## src/rtl/gba_pkg.sv

```systemverilog
// Shared types, constants and the arctangent table for the grid bearing pipeline.
package gba_pkg;

   localparam int COORD_WIDTH     = 16;
   localparam int DELTA_WIDTH     = COORD_WIDTH + 1;
   localparam int GUARD_BITS      = 24;
   localparam int XY_WIDTH        = COORD_WIDTH + GUARD_BITS + 3;
   localparam int ANGLE_WIDTH     = 25;
   localparam int BEARING_WIDTH   = 17;
   localparam int ANGLE_TABLE_LEN = 24;
   localparam int ROUND_SHIFT     = 8;

   localparam logic signed [ANGLE_WIDTH-1:0] ROUND_HALF = ANGLE_WIDTH'(128);
   localparam logic signed [BEARING_WIDTH:0] HALF_TURN  = (BEARING_WIDTH+1)'(46080);

   localparam logic signed [ANGLE_WIDTH-1:0] STAGE_ANGLE [ANGLE_TABLE_LEN] = '{
      ANGLE_WIDTH'(2949120), ANGLE_WIDTH'(1740967), ANGLE_WIDTH'(919879),
      ANGLE_WIDTH'(466945),  ANGLE_WIDTH'(234379),  ANGLE_WIDTH'(117304),
      ANGLE_WIDTH'(58666),   ANGLE_WIDTH'(29335),   ANGLE_WIDTH'(14668),
      ANGLE_WIDTH'(7334),    ANGLE_WIDTH'(3667),    ANGLE_WIDTH'(1833),
      ANGLE_WIDTH'(917),     ANGLE_WIDTH'(458),     ANGLE_WIDTH'(229),
      ANGLE_WIDTH'(115),     ANGLE_WIDTH'(57),      ANGLE_WIDTH'(29),
      ANGLE_WIDTH'(14),      ANGLE_WIDTH'(7),       ANGLE_WIDTH'(4),
      ANGLE_WIDTH'(2),       ANGLE_WIDTH'(1),       ANGLE_WIDTH'(0)
   };

   typedef enum logic [1:0] {
      BASE_NONE = 2'd0,
      BASE_POS  = 2'd1,
      BASE_NEG  = 2'd2
   } base_type;

   typedef struct packed {
      logic     valid;
      logic     zero_vector;
      base_type base;
   } ctrl_type;

   typedef struct packed {
      logic signed [COORD_WIDTH-1:0] cur_lat;
      logic signed [COORD_WIDTH-1:0] cur_lon;
      logic signed [COORD_WIDTH-1:0] tgt_lat;
      logic signed [COORD_WIDTH-1:0] tgt_lon;
   } req_type;

   typedef struct packed {
      logic signed [BEARING_WIDTH-1:0] bearing;
      logic                            zero_vector;
   } rsp_type;

endpackage

```

## src/rtl/gba_front.sv

```systemverilog
// Front end: coordinate deltas, then half-plane turn and scaling into CORDIC format.
module gba_front (
   input  logic                                  clock,
   input  logic                                  reset,
   input  logic                                  en,
   input  logic                                  src_valid,
   input  gba_pkg::req_type                      src_data,
   output gba_pkg::ctrl_type                     dst_ctrl,
   output logic signed [gba_pkg::XY_WIDTH-1:0]   dst_x,
   output logic signed [gba_pkg::XY_WIDTH-1:0]   dst_y
);

   logic signed [gba_pkg::DELTA_WIDTH-1:0] dlat_ff, dlat_in;
   logic signed [gba_pkg::DELTA_WIDTH-1:0] dlon_ff, dlon_in;
   logic                                   valid_ff, zero_ff;
   gba_pkg::ctrl_type                      ctrl_ff, ctrl_in;
   logic signed [gba_pkg::XY_WIDTH-1:0]    x_ff, x_in, y_ff, y_in;
   logic signed [gba_pkg::XY_WIDTH-1:0]    lat_ext, lon_ext;

   always_comb begin
      dlat_in = gba_pkg::DELTA_WIDTH'(src_data.tgt_lat) - gba_pkg::DELTA_WIDTH'(src_data.cur_lat);
      dlon_in = gba_pkg::DELTA_WIDTH'(src_data.tgt_lon) - gba_pkg::DELTA_WIDTH'(src_data.cur_lon);
   end

   always_comb begin
      lat_ext = gba_pkg::XY_WIDTH'(dlat_ff) <<< gba_pkg::GUARD_BITS;
      lon_ext = gba_pkg::XY_WIDTH'(dlon_ff) <<< gba_pkg::GUARD_BITS;
      ctrl_in.valid       = valid_ff;
      ctrl_in.zero_vector = zero_ff;
      if (dlon_ff < 0) begin
         x_in = -lon_ext;
         y_in = -lat_ext;
         ctrl_in.base = (dlat_ff >= 0) ? gba_pkg::BASE_POS : gba_pkg::BASE_NEG;
      end else begin
         x_in = lon_ext;
         y_in = lat_ext;
         ctrl_in.base = gba_pkg::BASE_NONE;
      end
   end

   always_ff @(posedge clock) begin
      if (reset) begin
         valid_ff <= 1'b0;
         ctrl_ff  <= '0;
      end else if (en) begin
         valid_ff <= src_valid;
         ctrl_ff  <= ctrl_in;
      end
   end

   always_ff @(posedge clock) begin
      if (en) begin
         dlat_ff <= dlat_in;
         dlon_ff <= dlon_in;
         zero_ff <= (dlat_in == '0) && (dlon_in == '0);
         x_ff    <= x_in;
         y_ff    <= y_in;
      end
   end

   assign dst_ctrl = ctrl_ff;
   assign dst_x    = x_ff;
   assign dst_y    = y_ff;

endmodule

```

## config.mk

```make
export PLATFORM = sky130hd
export DESIGN_NAME = gba_front
export DESIGN_NICKNAME = d
export VERILOG_FILES = /design/src/rtl/gba_pkg.sv /design/src/rtl/gba_front.sv
export SDC_FILE = /design/constraint.sdc
export NUM_CORES = 1
export LEC_CHECK = 0
export BUFFER_PORTS_ARGS = -buffer_cell sky130_fd_sc_hd__buf_2
export CORE_UTILIZATION = 25
export CTS_BUF_LIST = sky130_fd_sc_hd__clkbuf_8
export DETAILED_ROUTE_END_ITERATION = 16
export PLACE_DENSITY_LB_ADDON = 0.15
export REMOVE_ABC_BUFFERS = 1
export SYNTH_ARGS = -nofsm -noshare
export SYNTH_HDL_FRONTEND = slang
export SYNTH_SLANG_ARGS = --single-unit
```

## constraint.sdc

```tcl
create_clock -name clock -period 5.15 [get_ports clock]
set_clock_uncertainty 0.15 [all_clocks]
set_input_delay 0.2575 -clock clock [delete_from_list [all_inputs] [get_ports clock]]
set_output_delay 0.2575 -clock clock [all_outputs]
set_load 0.05 [all_outputs]
```

* Word-level counts from Yosys, hierarchy flattened *
Cells that the tools add are included.

operators by class
  add/sub/neg operators = 4
  order comparisons = 2
  mux-type cells = 4
  reduce and logical (&&, ||, !) cells = 3

operators by type and width
  cell                                                   count
  two-way mux 43 bit                                     2
  negator 41 -> 43 bit                                   2
  zero test 17 bit                                       2
  subtractor 16 x 16 -> 17 bit                           2
  >= comparator 17 x 1 -> 1 bit (second input constant)  1
  < comparator 17 x 1 -> 1 bit (second input constant)   1
  two-way mux 2 bit                                      2
  logical AND 1 bit                                      1

word-level totals
  register bits after elaboration = 126
  input bits = 68
  word-level logic and storage cells = 24

* Depth between registers and ports, before layout *
  depth after elaboration = 3
  gate-level depth with buffers = 11
  depth with buffers taken out = 11

* Worst setup path before layout *
No wires, ideal clock.

  path type = in2reg
  start = input port src_data[0] (netlist bit)
  end = register zero_ff (data pin)
  arrival time = 2.962 ns
  required time = 4.866 ns
  path slack = 1.904 ns
  cell stages on the path = 10
  path buffers = 0
  cell sequence = inv_1 -> ha_1 -> fa_1 -> xnor2_1 -> or4_1 -> or4_1 -> or4_1 -> or4_1 -> nor4_1 -> and4b_1

on the way
  longest elaborated chain between the ends = 3

RTL lines
  element                       RTL line         text
  start, declared               gba_front.sv:7   input gba_pkg::req_type src_data,
  subtractor 16 x 16 -> 17 bit  gba_front.sv:22  dlon_in = gba_pkg::DELTA_WIDTH'(src_data.tgt_lon) - gba_pkg::DELTA_WIDTH'(src_data.cur_lon);
  named net dlon_in, one bit    gba_front.sv:14  logic signed [gba_pkg::DELTA_WIDTH-1:0] dlon_ff, dlon_in;
  zero test 17 bit              gba_front.sv:55  zero_ff <= (dlat_in == '0) && (dlon_in == '0);
  logical AND 1 bit             gba_front.sv:55
  end signal, assigned          gba_front.sv:55
  end, declared                 gba_front.sv:15  logic valid_ff, zero_ff;

The timed path passes the listed nets, and every way through them passes these cells.
A chain may end at the register's enable or synchronous reset.

* Final worst setup path *
Same ends and word-level chain as after synthesis.

==> summary.txt <==
Outcome
  – Status: finished clean

Clocking
  – Later-pin clock latency in the skew report: 0.35 ns
  – CTS tree: done
  – Setup Buffers After CTS: 0
  – H-Tree Level Count: 3
  – Post-cts gate resize count: 0
  – Clk slew on worst S/H paths: 0.08 ns
  – Clock Path Buffers: 2
  – # clock sinks: 78
  – Post-CTS Hold Buffers: 2
  – CTS buffer count: 9
  – Root buffer cell: clkbuf_8

Die
  – Width of the die: 146 µm
  – IO Count: 158
  – Core area: 20,300 µm²
  – Die height: 146 µm
  – Starting density of the core: 0.255
  – Row cnt: 52
  – Die Area: 21,300 µm²

Min path
  – Hold path cells: 3
  – Hold_sp: src_data[32]
  – Hold Path Class: in2reg
  – Hold Path Sink: dlon_ff[0]

GRT
  – Largest net degree at the start of global routing: 80
  – First-pass GRT wire length: 18,700 µm
  – Vias in the first global route: 3,655
  – Congestion Overflow GR: 0
  – Total GRT Usage: 0.112
  – Initial antenna violation count: 0

Setup path
  – R2R Path Start: dlat_ff[2]
  – Crit path kind: in2reg
  – Critical Path RT: 5.22 ns
  – FF-to-FF path depth: 6
  – Startpoint type of the worst setup path: primary input
  – Crit end category: flop
  – Worst Path Max Fanout: 2
  – Arrival @ worst endpoint: 3.24 ns
  – Internal reg-to-reg setup slack: 2.60 ns
  – Crit path launch: src_data[0]
  – Critical R2R Capture: dst_y[39]

Cells and area
  – Multi-input logic area: 2480 µm²
  – Fill count: 2,142
  – Antenna Cells: 0
  – Post-layout util: 0.299
  – Fin cells: 901
  – Layout cells sized above 1: 0.204
  – Seq. cell area: 2290 µm²
  – Nets: 731
  – Synth-to-layout area growth: 17.4%

Routing
  – Drt first pass iters: 4
  – Total number of vias: 3,851
  – Remaining DRCs: 0
  – Top layer in use: met4
  – Metal-1 WL: 5680 µm
  – Per-cell routed wire length: 12.9 µm
  – Metal3 WL: 605 µm
  – Drt first-iter violations: 145
  – Vias per cell: 4.27
  – Routed wire length: 11,700 µm
  – ANT nets after route: 0
  – Routed wl met2: 5180 µm

Power
  – Post-route total power: 0.00206 W
  – Peak VDD IR: 0.111 mV
  – Power Dens Cells: 339 nW/µm²
  – P_leak: 2.64 nW

Synthesis
  – Number of flops mapped to enable cells by yosys: 73
  – Most common flop cell mapped by yosys: edfxtp_1
  – Flops & latches, synth: 78
  – Synthesized instance count: 512
  – Unique masters post-synth: 54
  – Synth warn: 0
  – Sequential cell area fraction in the yosys report: 0.443
  – Ys async rst share: 0
  – Mapped Area: 5180 µm²
  – Syn Area/Cell: 10.1 µm²

Timing
  – Slew @ Worst Pin: 1.05 ns
  – F_max: 315 MHz
  – Fin. Hold Viols: 0
  – Final setup viols: 0
  – Final period utilization: 0.616
  – Hold_ws: 0.214 ns
  – Slew HR: 0.299
  – RSZ-0062 raised after global routing: no
  – TNS Setup: 0 ns
  – Final Max Tran Viols: 0
  – Post-route minimum period: 3.17 ns

Place
  – DP HPWL: 9380 µm
  – RD Place Congestion: 0.778
  – IO buf count: 109
  – Placed cell count: 884

Run
  – Total of max-cap violations: 0
[worst max path at each step]
| stage | endpoint | cells past startpoint | slack [ns] |
|---|---|---|---|
| 2_1_floorplan | zero_ff | 10 | 1.90 |
| 3_3_place_gp | zero_ff | 11 | 1.65 |
| 3_5_place_dp | zero_ff | 11 | 1.57 |
| 4_1_cts | zero_ff | 11 | 1.95 |
| 5_1_grt | zero_ff | 12 | 1.81 |
| 6_report | zero_ff | 11 | 1.98 |
[cell usage after synthesis, drive strengths merged (4+ instances only)]
| cell | n | share of area |
|---|---|---|
| o21ai | 24 | 0.023 |
| or2 | 6 | 0.0073 |
| ha | 34 | 0.082 |
| nand2b | 8 | 0.0097 |
| buf | 48 | 0.070 |
| a21o | 4 | 0.0058 |
| or3 | 6 | 0.0073 |
| xnor2 | 40 | 0.068 |
| nor3 | 10 | 0.0097 |
| edfxtp | 73 | 0.42 |
| and3 | 5 | 0.0060 |
| inv | 52 | 0.038 |
| xor2 | 8 | 0.014 |
| a21oi | 22 | 0.021 |
| o31ai | 9 | 0.013 |
| nor2 | 31 | 0.022 |
| a211oi | 4 | 0.0058 |
| dfxtp | 5 | 0.019 |
| nand2 | 28 | 0.020 |
| o21a | 6 | 0.0087 |
| mux2i | 4 | 0.0077 |
| or4 | 9 | 0.013 |
| nor2b | 7 | 0.0085 |
| clkbuf | 8 | 0.0058 |
| nand3 | 11 | 0.011 |
| nor4 | 6 | 0.0073 |
[kinds of logic (layout without fill, tap and decap cells)]
family,Yosys count,after routing,share of synthesized area
AO/OA/AOI/OAI,101,101,0.129
XOR/XNOR,48,48,0.0812
adder cells (fa/ha/maj),36,36,0.0899
buffers and inverters,108,178,0.113
flip-flops,78,78,0.443
multiplexers,4,4,0.00773
other,1,50,0.000724
AND/OR/NAND/NOR,136,136,0.136
[report_power, final]
group / leakage [nW] / internal (W) / total, W / switching, W
combinational: 1.78 / 0.000208 / 0.000693 / 0.000485
sequential: 0.757 / 0.000824 / 0.000885 / 0.0000604
clock: 0.104 / 0.000265 / 0.000482 / 0.000217
[registers in the layout (all words and copies together), names as in the netlist]
register,flops
dst_y,19
valid_ff,1
zero_ff,1
dst_x,19
dlat_ff,17
dlon_ff,17
dst_ctrl,4
[layer usage]
layer / track usage / up-vias
li1: - / 1960
met5: 0 / -
met2: 0.176 / 144
met1: 0.150 / 1732
met4: 0.0505 / 0
met3: 0.0182 / 15
[cell usage in the layout (no fill, tap or decap), drive strengths merged, types with 11 or more instances in the layout]
master / count
buf: 109
edfxtp: 73
inv: 52
conb: 50
xnor2: 40
ha: 34
nor2: 31
nand2: 28
o21ai: 24
a21oi: 22
nand3: 11
[critical path, stage by stage]
cell     delay, ns
buf_2         0.07
inv_1         0.03
ha_1          0.21
fa_1          0.40
xnor2_1       0.18
or4_1         0.49
or4_1         0.38
or4_1         0.39
or4_1         0.41
nor4_1        0.17
and4b_1       0.23
[layout make-up]
type                    count  area share
multi-input cells         375       0.409
flip-flops and latches     78       0.377
repair buffers            111      0.0935
well taps                 270      0.0556
inverters                  52      0.0321
clock buffers               9      0.0204
clock inverters             6      0.0128
[stage by stage]
step | setup slack (ns) | cell area (µm²)
floorplan | 1.90 | 4970
global placement | 1.65 | 5860
finish | 1.98 | 6080
global route | 1.81 | 6080
detailed placement | 1.57 | 5860
CTS | 1.95 | 6080
No activity file was read; power rests on OpenSTA's default activity.
