==> src/rtl/gba_pkg.sv <==
// Shared types, constants and the arctangent table for the grid bearing pipeline.
package gba_pkg;

   localparam int COORD_WIDTH     = 16;
   localparam int DELTA_WIDTH     = COORD_WIDTH + 1;
   localparam int GUARD_BITS      = 24;
   localparam int XY_WIDTH        = COORD_WIDTH + GUARD_BITS + 3;
   localparam int ANGLE_WIDTH     = 25;
   localparam int BEARING_WIDTH   = 17;
   localparam int ANGLE_TABLE_LEN = 24;
   localparam int ROUND_SHIFT     = 8;

   localparam logic signed [ANGLE_WIDTH-1:0] ROUND_HALF = ANGLE_WIDTH'(128);
   localparam logic signed [BEARING_WIDTH:0] HALF_TURN  = (BEARING_WIDTH+1)'(46080);

   localparam logic signed [ANGLE_WIDTH-1:0] STAGE_ANGLE [ANGLE_TABLE_LEN] = '{
      ANGLE_WIDTH'(2949120), ANGLE_WIDTH'(1740967), ANGLE_WIDTH'(919879),
      ANGLE_WIDTH'(466945),  ANGLE_WIDTH'(234379),  ANGLE_WIDTH'(117304),
      ANGLE_WIDTH'(58666),   ANGLE_WIDTH'(29335),   ANGLE_WIDTH'(14668),
      ANGLE_WIDTH'(7334),    ANGLE_WIDTH'(3667),    ANGLE_WIDTH'(1833),
      ANGLE_WIDTH'(917),     ANGLE_WIDTH'(458),     ANGLE_WIDTH'(229),
      ANGLE_WIDTH'(115),     ANGLE_WIDTH'(57),      ANGLE_WIDTH'(29),
      ANGLE_WIDTH'(14),      ANGLE_WIDTH'(7),       ANGLE_WIDTH'(4),
      ANGLE_WIDTH'(2),       ANGLE_WIDTH'(1),       ANGLE_WIDTH'(0)
   };

   typedef enum logic [1:0] {
      BASE_NONE = 2'd0,
      BASE_POS  = 2'd1,
      BASE_NEG  = 2'd2
   } base_type;

   typedef struct packed {
      logic     valid;
      logic     zero_vector;
      base_type base;
   } ctrl_type;

   typedef struct packed {
      logic signed [COORD_WIDTH-1:0] cur_lat;
      logic signed [COORD_WIDTH-1:0] cur_lon;
      logic signed [COORD_WIDTH-1:0] tgt_lat;
      logic signed [COORD_WIDTH-1:0] tgt_lon;
   } req_type;

   typedef struct packed {
      logic signed [BEARING_WIDTH-1:0] bearing;
      logic                            zero_vector;
   } rsp_type;

endpackage

==> src/rtl/gba_back.sv <==
// Back end: round the angle to 1/256 degree, add the half-turn base, saturate.
module gba_back (
   input  logic                                    clock,
   input  logic                                    reset,
   input  logic                                    en,
   input  gba_pkg::ctrl_type                       src_ctrl,
   input  logic signed [gba_pkg::ANGLE_WIDTH-1:0]  src_z,
   output logic                                    dst_valid,
   output gba_pkg::rsp_type                        dst_data
);

   localparam int QW = gba_pkg::ANGLE_WIDTH - gba_pkg::ROUND_SHIFT;
   localparam int SW = gba_pkg::BEARING_WIDTH + 1;

   logic                                   valid_ff;
   gba_pkg::rsp_type                       data_ff, data_in;
   logic signed [gba_pkg::ANGLE_WIDTH-1:0] zr;
   logic signed [QW-1:0]                   q;
   logic signed [SW-1:0]                   base, sum, sat;

   always_comb begin
      zr = src_z + gba_pkg::ROUND_HALF;
      q  = QW'(zr >>> gba_pkg::ROUND_SHIFT);
      case (src_ctrl.base)
         gba_pkg::BASE_POS: base = gba_pkg::HALF_TURN;
         gba_pkg::BASE_NEG: base = -gba_pkg::HALF_TURN;
         default:           base = '0;
      endcase
      sum = SW'(q) + base;
      if (sum > gba_pkg::HALF_TURN) begin
         sat = gba_pkg::HALF_TURN;
      end else if (sum < -gba_pkg::HALF_TURN) begin
         sat = -gba_pkg::HALF_TURN;
      end else begin
         sat = sum;
      end
      data_in.zero_vector = src_ctrl.zero_vector;
      data_in.bearing     = src_ctrl.zero_vector ? '0 : sat[gba_pkg::BEARING_WIDTH-1:0];
   end

   always_ff @(posedge clock) begin
      if (reset) begin
         valid_ff <= 1'b0;
      end else if (en) begin
         valid_ff <= src_ctrl.valid;
      end
   end

   always_ff @(posedge clock) begin
      if (en) begin
         data_ff <= data_in;
      end
   end

   assign dst_valid = valid_ff;
   assign dst_data  = data_ff;

endmodule
==> config.mk <==
export PLATFORM = sky130hd
export DESIGN_NAME = gba_back
export DESIGN_NICKNAME = d
export VERILOG_FILES = /design/src/rtl/gba_pkg.sv /design/src/rtl/gba_back.sv
export SDC_FILE = /design/constraint.sdc
export NUM_CORES = 1
export LEC_CHECK = 0
export BUFFER_PORTS_ARGS = -buffer_cell sky130_fd_sc_hd__buf_2
export CAP_MARGIN = 30
export CORE_ASPECT_RATIO = 0.75
export CORE_MARGIN = 5
export CORE_UTILIZATION = 25
export DETAILED_ROUTE_END_ITERATION = 12
export HOLD_SLACK_MARGIN = 0.05
export PLACE_DENSITY_LB_ADDON = 0.12
export REMOVE_ABC_BUFFERS = 1
export SLEW_MARGIN = 5
export SYNTH_ARGS = -nofsm -noshare
export SYNTH_HDL_FRONTEND = slang
export SYNTH_SLANG_ARGS = --single-unit
==> constraint.sdc <==
create_clock -name clock -period 8.6 [get_ports clock]
set_input_delay 0.86 -clock clock [delete_from_list [all_inputs] [get_ports clock]]
set_output_delay 0.86 -clock clock [all_outputs]
set_load 0.02 [all_outputs]
# Yosys cells after proc, flatten, opt, wreduce, memory -nomap -nowiden
# Cells that the tools add are included.
# W data, S select, Z words.
dict set report word_totals {
  in_bits 32
  register_bits 19
  out_inout_bits 19
}
dict set report classes {
  n_eq_ne 2
  add_sub_neg 2
  mux 3
  order_cmp 2
  reduce_logical 2
}
# cell count
set op_table {}
lappend op_table {{$pmux W18 S2} 1}
lappend op_table {{$add A25 B9 Y25 const B} 1}
lappend op_table {{$add A17 B18 Y18} 1}
lappend op_table {{$gt A18 B17 Y1 const B} 1}
lappend op_table {{$lt A18 B17 Y1 const B} 1}
lappend op_table {{$mux W17} 1}
lappend op_table {{$mux W16} 1}
lappend op_table {{$reduce_or A3 Y1} 1}
lappend op_table {{$eq A2 B1 Y1 const B} 1}
lappend op_table {{$eq A2 B2 Y1 const B} 1}
lappend op_table {{$reduce_or A2 Y1} 1}

# Longest topological paths before layout
# Gate-level depths: netlist of the first run.
dict set report depth {
  ltp_word 6
  depth_mapped 16
  depth_no_buf 14
}

# Least setup slack after synthesis of the first run
# No wires, ideal clock.
dict set report synth_path {
  path_type {in2reg}
  from {in src_z[10] (netlist bit)}
  to {reg data_ff, in the netlist dst_data[11] (data pin)}
  cell_stages 15
  required_time_ns 8.339
  arrival_ns 3.901
  path_buffers 1
  setup_ns 0.261
  path_slack_ns 4.438
  cell_sequence {buf_2 -> nand4_2 -> nor3_4 -> and2_2 -> nand2_1 -> xnor2_1 -> ha_1 -> inv_1 -> fa_1 -> nand2_1 -> a2111oi_0 -> nand4_1 -> a2111oi_4 -> nor3_1 -> o31a_2}
}
dict set report synth_via {
  elab_chain_len 5
  elab_cells_between_ends 6
}
# element line
set synth_rtl {}
lappend synth_rtl {{start, declared} gba_back.sv:7} ;# input logic signed [gba_pkg::ANGLE_WIDTH-1:0] src_z,
lappend synth_rtl {{$add A25 B9 Y25 (*)} gba_back.sv:22} ;# zr = src_z + gba_pkg::ROUND_HALF;
lappend synth_rtl {{$add A17 B18 Y18 (*)} gba_back.sv:29} ;# sum = SW'(q) + base;
lappend synth_rtl {{$lt A18 B17 Y1} gba_back.sv:32} ;# end else if (sum < -gba_pkg::HALF_TURN) begin
lappend synth_rtl {{$mux W17} gba_back.sv:32}
lappend synth_rtl {{$mux W16 (*)} gba_back.sv:30} ;# if (sum > gba_pkg::HALF_TURN) begin
lappend synth_rtl {{end signal, assigned} gba_back.sv:51} ;# data_ff <= data_in;
lappend synth_rtl {{end, declared} gba_back.sv:16} ;# gba_pkg::rsp_type data_ff, data_in;
# Every way passes the cells marked *; elsewhere a longest branch is shown, timed or not.
# A chain may end at the register's enable or synchronous reset.

# Final worst setup path of the first run
# Same ends and word-level chain as after synthesis.

==> results of run 1 <==
## layout make-up
class | count | area, µm²
timing repair buffer | 44 | 223
fill | 749 | 4760
multi-input combinational | 153 | 1190
tap | 98 | 123
inverter | 8 | 30.0
clock buffer | 3 | 41.3
clock inverter | 1 | 5.00
sequential | 19 | 561
## synth_stat cells (all sizes together), types with 2 or more instances
cell type  instances  area [µm²]
edfxtp            18         541
buf                3        27.5
nand3              9        57.6
xnor2             11        96.3
nor3b              6        55.1
nand2b             4        25.0
o41ai              2        25.0
ha                12         150
nand4              7        50.1
a2111oi            3        46.3
and2               3        20.0
a21oi              8        40.0
o31ai              2        33.8
a211oi             3        35.0
nor2b              2        12.5
nor3               8        51.3
nand2             15        56.3
or3                3        20.0
and3               2        12.5
a311o              2        20.0
a21o               3        22.5
o211a              2        20.0
xor2              10        87.6
a221oi             2        17.5
o21ai              5        25.0
and4               2        18.8
clkbuf             2        7.51
nor2              13        51.3
inv                8        30.0
## per-stage QoR
step | instances | setup WS [ns] | utilization [%] | power, µW | hold WS [ns]
floorplan | 180 | 4.43 | - | 206 | 0.579
global placement | 321 | 3.59 | 30.5 | 247 | 0.492
detailed placement | 321 | 3.60 | 30.5 | 247 | 0.484
CTS | 325 | 3.87 | 31.2 | 308 | 0.504
global route | 326 | 3.77 | 31.3 | 327 | 0.552
finish | 326 | 4.14 | 31.3 | 308 | 0.497
## worst reg2reg max path: cells and delay by family (launching register included)
kind / cells / cell delay, ns
and+or+nand+nor: 1 / 0.05
DFF: 1 / 0.31
muxes: 1 / 0.12
## sequential cells by signal, summed over array words and instances (netlist names)
register	cells
dst_valid	1
dst_data	18
## power by group
part           internal (µW)  total, µW  switching (µW)
Sequential               115        117            2.28
Clock                   32.1       60.7            28.5
Combinational           48.9        130            80.9
## routing by layer
layer	vias up	part of all wire (%)
met5	-	0
met4	0	0.55
met3	2	3.2
met2	28	42
met1	705	55
li1	796	-
## cells by family after synthesis
kind of cell / after synthesis / synth area share [%]
buffers and inverters: 13 / 3.59
AND/OR/NAND/NOR: 78 / 25.8
multiplexers: 1 / 0.553
XOR/XNOR: 21 / 10.2
flip-flops: 19 / 30.9
adder cells (fa/ha/maj): 14 / 9.94
AO/OA/AOI/OAI: 39 / 19.1
## worst min-delay path by stage
stage | cells after the start | end | startpoint
after global routing | 2 | dst_valid | dst_valid
after CTS | 2 | dst_valid | dst_valid
after floorplan | 2 | dst_valid | dst_valid
after global placement | 2 | dst_valid | dst_valid
after detailed placement | 2 | dst_valid | dst_valid
final | 2 | dst_valid | dst_valid
==> results.ini, run 1 <==
[min_path]
holdCritPathClass = flop to flop

[setup_path]
startpoint = src_z[10]
worstPathMaxFanout = 11
critPathCaptureType = flop
crit_cells = 16
critPathArrivalTime_ns = 4.46
path_delay_family = compound AO/OA/AOI/OAI gates
path_class = primary input to flop
required_ns = 8.60
crit_path_max_incr_delay_ns = 0.52
rr_worst_depth = 2
cp.buffers_inverters = 3
worstPathCellList = buf_2, nand4_2, nor3_4, and2_2, nand2_1, xnor2_1, ha_1, inv_1, fa_1, nand2b_1, a21o_1, a211oi_1, nand3_1, a21boi_1, buf_4, o31a_2
r2r-start = dst_valid
r2r_setup_slack_ns = 8.02
cp_slowest_cell = a211oi_1
crit_path_start_kind = primary input
crit_path_end = dst_data[11]
rr_endpoint = dst_valid

[sta]
tightest_slew_ns = 0.704
maxSlewViolCount = 0
setup-tns-final_ns = 0
clock.fmax_mhz = 224
rsz0062_at_grt = false
final_hold_viol_count = 0
fin_crit_ns = 4.46
setup_viol = 0
finalCritPeriodShare_pct = 51.9
slew_headroom_pct = 52.8
finClkSkew_ns = 0

[clocking]
cts_tree = done
cts_resized = 0
clkSinkCount = 19
htree_levels = 1
clkLatencyLatePin_ns = 0.25
cts-hold-fix-buffers = 0
clockBufferDepth = 2
clkSlewWorstSetupHoldPaths_ns = 0.07
numCtsBuffers = 3
cts_root_buffer = clkbuf_8
cts_setup_buffers = 0

[floorplan]
chipWidth_um = 108
die_area_mm2 = 0.00907
coreArea_mm2 = 0.00693
std_cell_rows = 26
initial_core_util_pct = 26.1
die_y_um = 83.7
ios = 51

[synth]
synth_area_per_cell_um2 = 9.79
synth_edf_count = 18
ys_warn_count = 0
synth-seq-area-share_pct = 30.9
syn-instance-count = 185
ys_ff_latch = 19
yosys.cell_types.count = 58
syn-cell-area_mm2 = 0.00181
ys.flop_type = edfxtp_1
async_flop_share_pct = 0

[route]
drc = 0
drtPass1Iterations = 4
wl_per_cell_um = 13.4
routed_wl_um = 4380
drtAntennaViolNets = 0
vias_per_cell = 4.70
dr.first_iter.drc_count = 80
vias = 1531

[global_route]
overflow = 0
grt_use_met2_pct = 14.6
grt_busiest_layer = met1
grt_use_total_pct = 9.67
grt_max_degree = 20
grt_pass1_wl_um = 7220
grt_pass1_vias = 1452
antenna_found_initial = 0
met3_usage_pct = 1.78
grtUsageMet1_pct = 14.6

[final_layout]
drive_above_1_share_pct = 28.9
layout.nets = 274
final_common_cell = buf_2
antenna_cells = 0
fin_area_mm2 = 0.00217
final_cell_mix = 43 x buf_2, 18 x edfxtp_1, 15 x nand2_1
area_delta_synth_final_pct = 19.7

[place]
dpl_cell_area_mm2 = 0.00211
place_congestion = 0.705
dp_hpwl_um = 3620
numPortBuffers = 43

[power_and_ir_drop]
p_leak_uw = 0.000844
powerDensity_mw_per_mm2 = 142
ir_worst_vdd_mv = 0.0532

[job]
drv_cap = 0

[run_status]
status = complete, no violations

Power figures use the tool's default switching activity.
==> inputs of run 2 (changes only) <==
ABC_AREA = 1   (was default)
clock period = 4.38 ns   (was 8.6 ns; I/O delays follow)
==> run 2 against run 1 <==
Clock-buffer cell count unchanged. Die area fell by 4.1%. Final cell count is 17% higher. Via count grew 4.4%. Register-to-register slack got worse by 4.2 ns. Sequential share of layout area increased by 0.90 points. Global-route usage rose by 0.21 points. Critical path depth up 5. Sequential power grew 95%. Final area fell by 3.3%. Flip-flop and latch count did not move. Synthesized cell count grew 35%.
==> results.ini, run 2 <==
[setup_path]
rr_endpoint = dst_valid
crit_path_end = dst_data[3]
cp_slowest_cell = ha_1
worstPathCellList = buf_2, ha_1, nand3_1, nor2_1, nand4_1, nor2_1, xor2_1, inv_1, ha_1, nand2_1, nand2_1, inv_1, nand2_1, nand2_1, nand2_1, nor2_1, nand3_1, a21oi_2, nand2_2, nand3_4, nor2_1
rr_worst_depth = 2  ; unchanged
startpoint = src_z[7]
required_ns = 4.38  ; -4.22 ns
worstPathMaxFanout = 9  ; -2
r2r-start = dst_valid
critPathArrivalTime_ns = 3.30  ; -1.16 ns
crit_path_frequent_cell = nand2_1
path_class = primary input to flop
critPathCaptureType = flop
r2r_setup_slack_ns = 3.79  ; -4.23 ns
crit_path_max_incr_delay_ns = 0.38  ; -0.14 ns
crit_path_start_kind = primary input

[route]
wl_per_cell_um = 10.6  ; -21%
vias = 1598  ; +4.4%
drc = 0  ; unchanged
drtAntennaViolNets = 0  ; unchanged
vias_per_cell = 4.19  ; -11%
drtPass1Iterations = 4  ; unchanged
routed_wl_um = 4060  ; -7.3%
dr.first_iter.drc_count = 54  ; -33%

[power_and_ir_drop]
p_leak_uw = 0.00113  ; +34%
powerDensity_mw_per_mm2 = 267  ; +88%
ir_worst_vdd_mv = 0.116  ; +120%
design_power_total_uw = 560  ; +82%

[final_layout]
antenna_cells = 0  ; unchanged
final_cell_mix = 59 x nand2_1, 57 x inv_1, 43 x buf_2
stdcell_count = 381  ; +17%
drive_above_1_share_pct = 18.9  ; -10 points
area_delta_synth_final_pct = 21.2
largest_reg_flops = 18  ; unchanged
final_common_cell = nand2_1
layout.nets = 343  ; +25%

[synth]
yosys.cell_types.count = 25  ; -57%
ys_warn_count = 0  ; unchanged
ys_ff_latch = 19  ; unchanged
syn-instance-count = 250  ; +35%
synth_area_per_cell_um2 = 6.92  ; -29%
synth_top_area_share_pct = 31.3  ; +1.4 points
syn-cell-area_mm2 = 0.00173  ; -4.6%
ys.flop_type = edfxtp_1
async_flop_share_pct = 0  ; unchanged
yosysTopAreaCell = edfxtp_1
synth_edf_count = 18  ; unchanged
yosysMostFrequentCell = nand2_1
synth_area_leaders = edfxtp_1 31%, nand2_1 13%, inv_1 12%, ha_1 8.7%, nand3_1 7.2%
synth_common_cells = 59 x nand2_1, 57 x inv_1, 32 x nor2_1
synth-seq-area-share_pct = 32.4  ; +1.5 points

[floorplan]
std_cell_rows = 26  ; unchanged
die_area_mm2 = 0.00870  ; -4.1%
chipWidth_um = 106  ; -2.1%
coreArea_mm2 = 0.00677  ; -2.3%
ios = 51  ; unchanged
initial_core_util_pct = 25.6  ; -0.59 points
die_y_um = 82.0  ; -2.0%

[sta]
setup_slack_ns = 1.08  ; -3.06 ns
tightest_slew_ns = 0.439  ; -0.265 ns
final_hold_viol_count = 0  ; unchanged
rsz0062_at_grt = false
finClkSkew_ns = 0  ; unchanged
setup_viol = 0  ; unchanged
holdWs_ns = 0.325  ; -0.172 ns
maxSlewViolCount = 0  ; unchanged
finalCritPeriodShare_pct = 75.3
fin_crit_ns = 3.30
clock.fmax_mhz = 303
slew_headroom_pct = 70.8  ; +18 points
setup-tns-final_ns = 0  ; unchanged

[global_route]
antenna_found_initial = 0  ; unchanged
overflow = 0  ; unchanged
grt_use_total_pct = 9.88  ; +0.21 points
grt_pass1_wl_um = 7060  ; -2.2%
grt_max_degree = 20  ; unchanged
grt_pass1_vias = 1526  ; +5.1%

[clocking]
clkLatencyLatePin_ns = 0.26  ; about the same
htree_levels = 1  ; unchanged
clkSinkCount = 19  ; unchanged
cts_resized = 0  ; unchanged
clkSlewWorstSetupHoldPaths_ns = 0.07  ; about the same
cts-hold-fix-buffers = 0  ; unchanged
clockBufferDepth = 2  ; unchanged
cts_tree = done
numCtsBuffers = 3  ; unchanged
cts_root_buffer = clkbuf_8
cts_setup_buffers = 0  ; unchanged

[place]
dp_cells = 377  ; +17%
dp_hpwl_um = 3560  ; -1.8%
numPortBuffers = 43  ; unchanged
pre_cts_ws_ns = 0.788  ; -2.81 ns
place_congestion = 0.800  ; +13%

[run_status]
status = complete, no violations

[job]
drv_cap = 0  ; unchanged

[min_path]
holdCritPathClass = primary input to flop

==> run 2: through the flow <==
stage | util [%] | cell area [µm²]
global route | 31.0 | 2100
floorplan | - | 1730
CTS | 31.0 | 2100
finish | 31.0 | 2100
detailed placement | 30.3 | 2050
global placement | 30.3 | 2050
==> run 2: critical path: cells and delay by family <==
| family | cells | cell delay, ns |
|---|---|---|
| buf+inv | 3 | 0.24 |
| fa+ha+maj | 2 | 0.60 |
| compound gates | 1 | 0.18 |
| xor+xnor | 1 | 0.17 |
| simple gates | 14 | 1.65 |
==> run 2: routing by layer <==
layer  global-route usage, %  part of all wire (%)
met2                    14.3                    38
met5                       0                     0
met3                    2.59                   5.8
met1                    14.8                    55
met4                    1.55                  0.89
==> run 2: cell type report <==
cell class | instances | area, µm²
Inverter | 57 | 214
Tap cell | 84 | 105
Timing Repair Buffer | 43 | 215
Multi-Input combinational cell | 174 | 955
Clock inverter | 1 | 5.00
Clock buffer | 3 | 41.3
Sequential cell | 19 | 561
Fill cell | 761 | 4670
==> run 2: worst min path at each step <==
stage                          from         to  slack (ns)  cells after the start
after floorplan               reset  dst_valid        0.51                      1
after global placement    dst_valid  dst_valid        0.47                      2
after detailed placement  dst_valid  dst_valid        0.48                      2
after CTS                     reset  dst_valid        0.32                      2
after global routing          reset  dst_valid        0.34                      2
final                         reset  dst_valid        0.32                      2
==> run 2: power breakdown <==
group	leakage (µW)	switching [µW]	internal [µW]
Combinational	0.000924	141	71.0
Clock	0.0000255	56.4	63.2
Sequential	0.000181	4.10	224
Total	0.00113	202	358
==> run 2: cell families after synthesis <==
logic type               share of synthesized area [%]
XOR/XNOR                                          4.56
flip-flops                                        32.4
multiplexers                                     0.579
AND/OR/NAND/NOR                                   35.5
buffers and inverters                             12.4
AO/OA/AOI/OAI                                     4.70
adder cells (fa/ha/maj)                           9.84
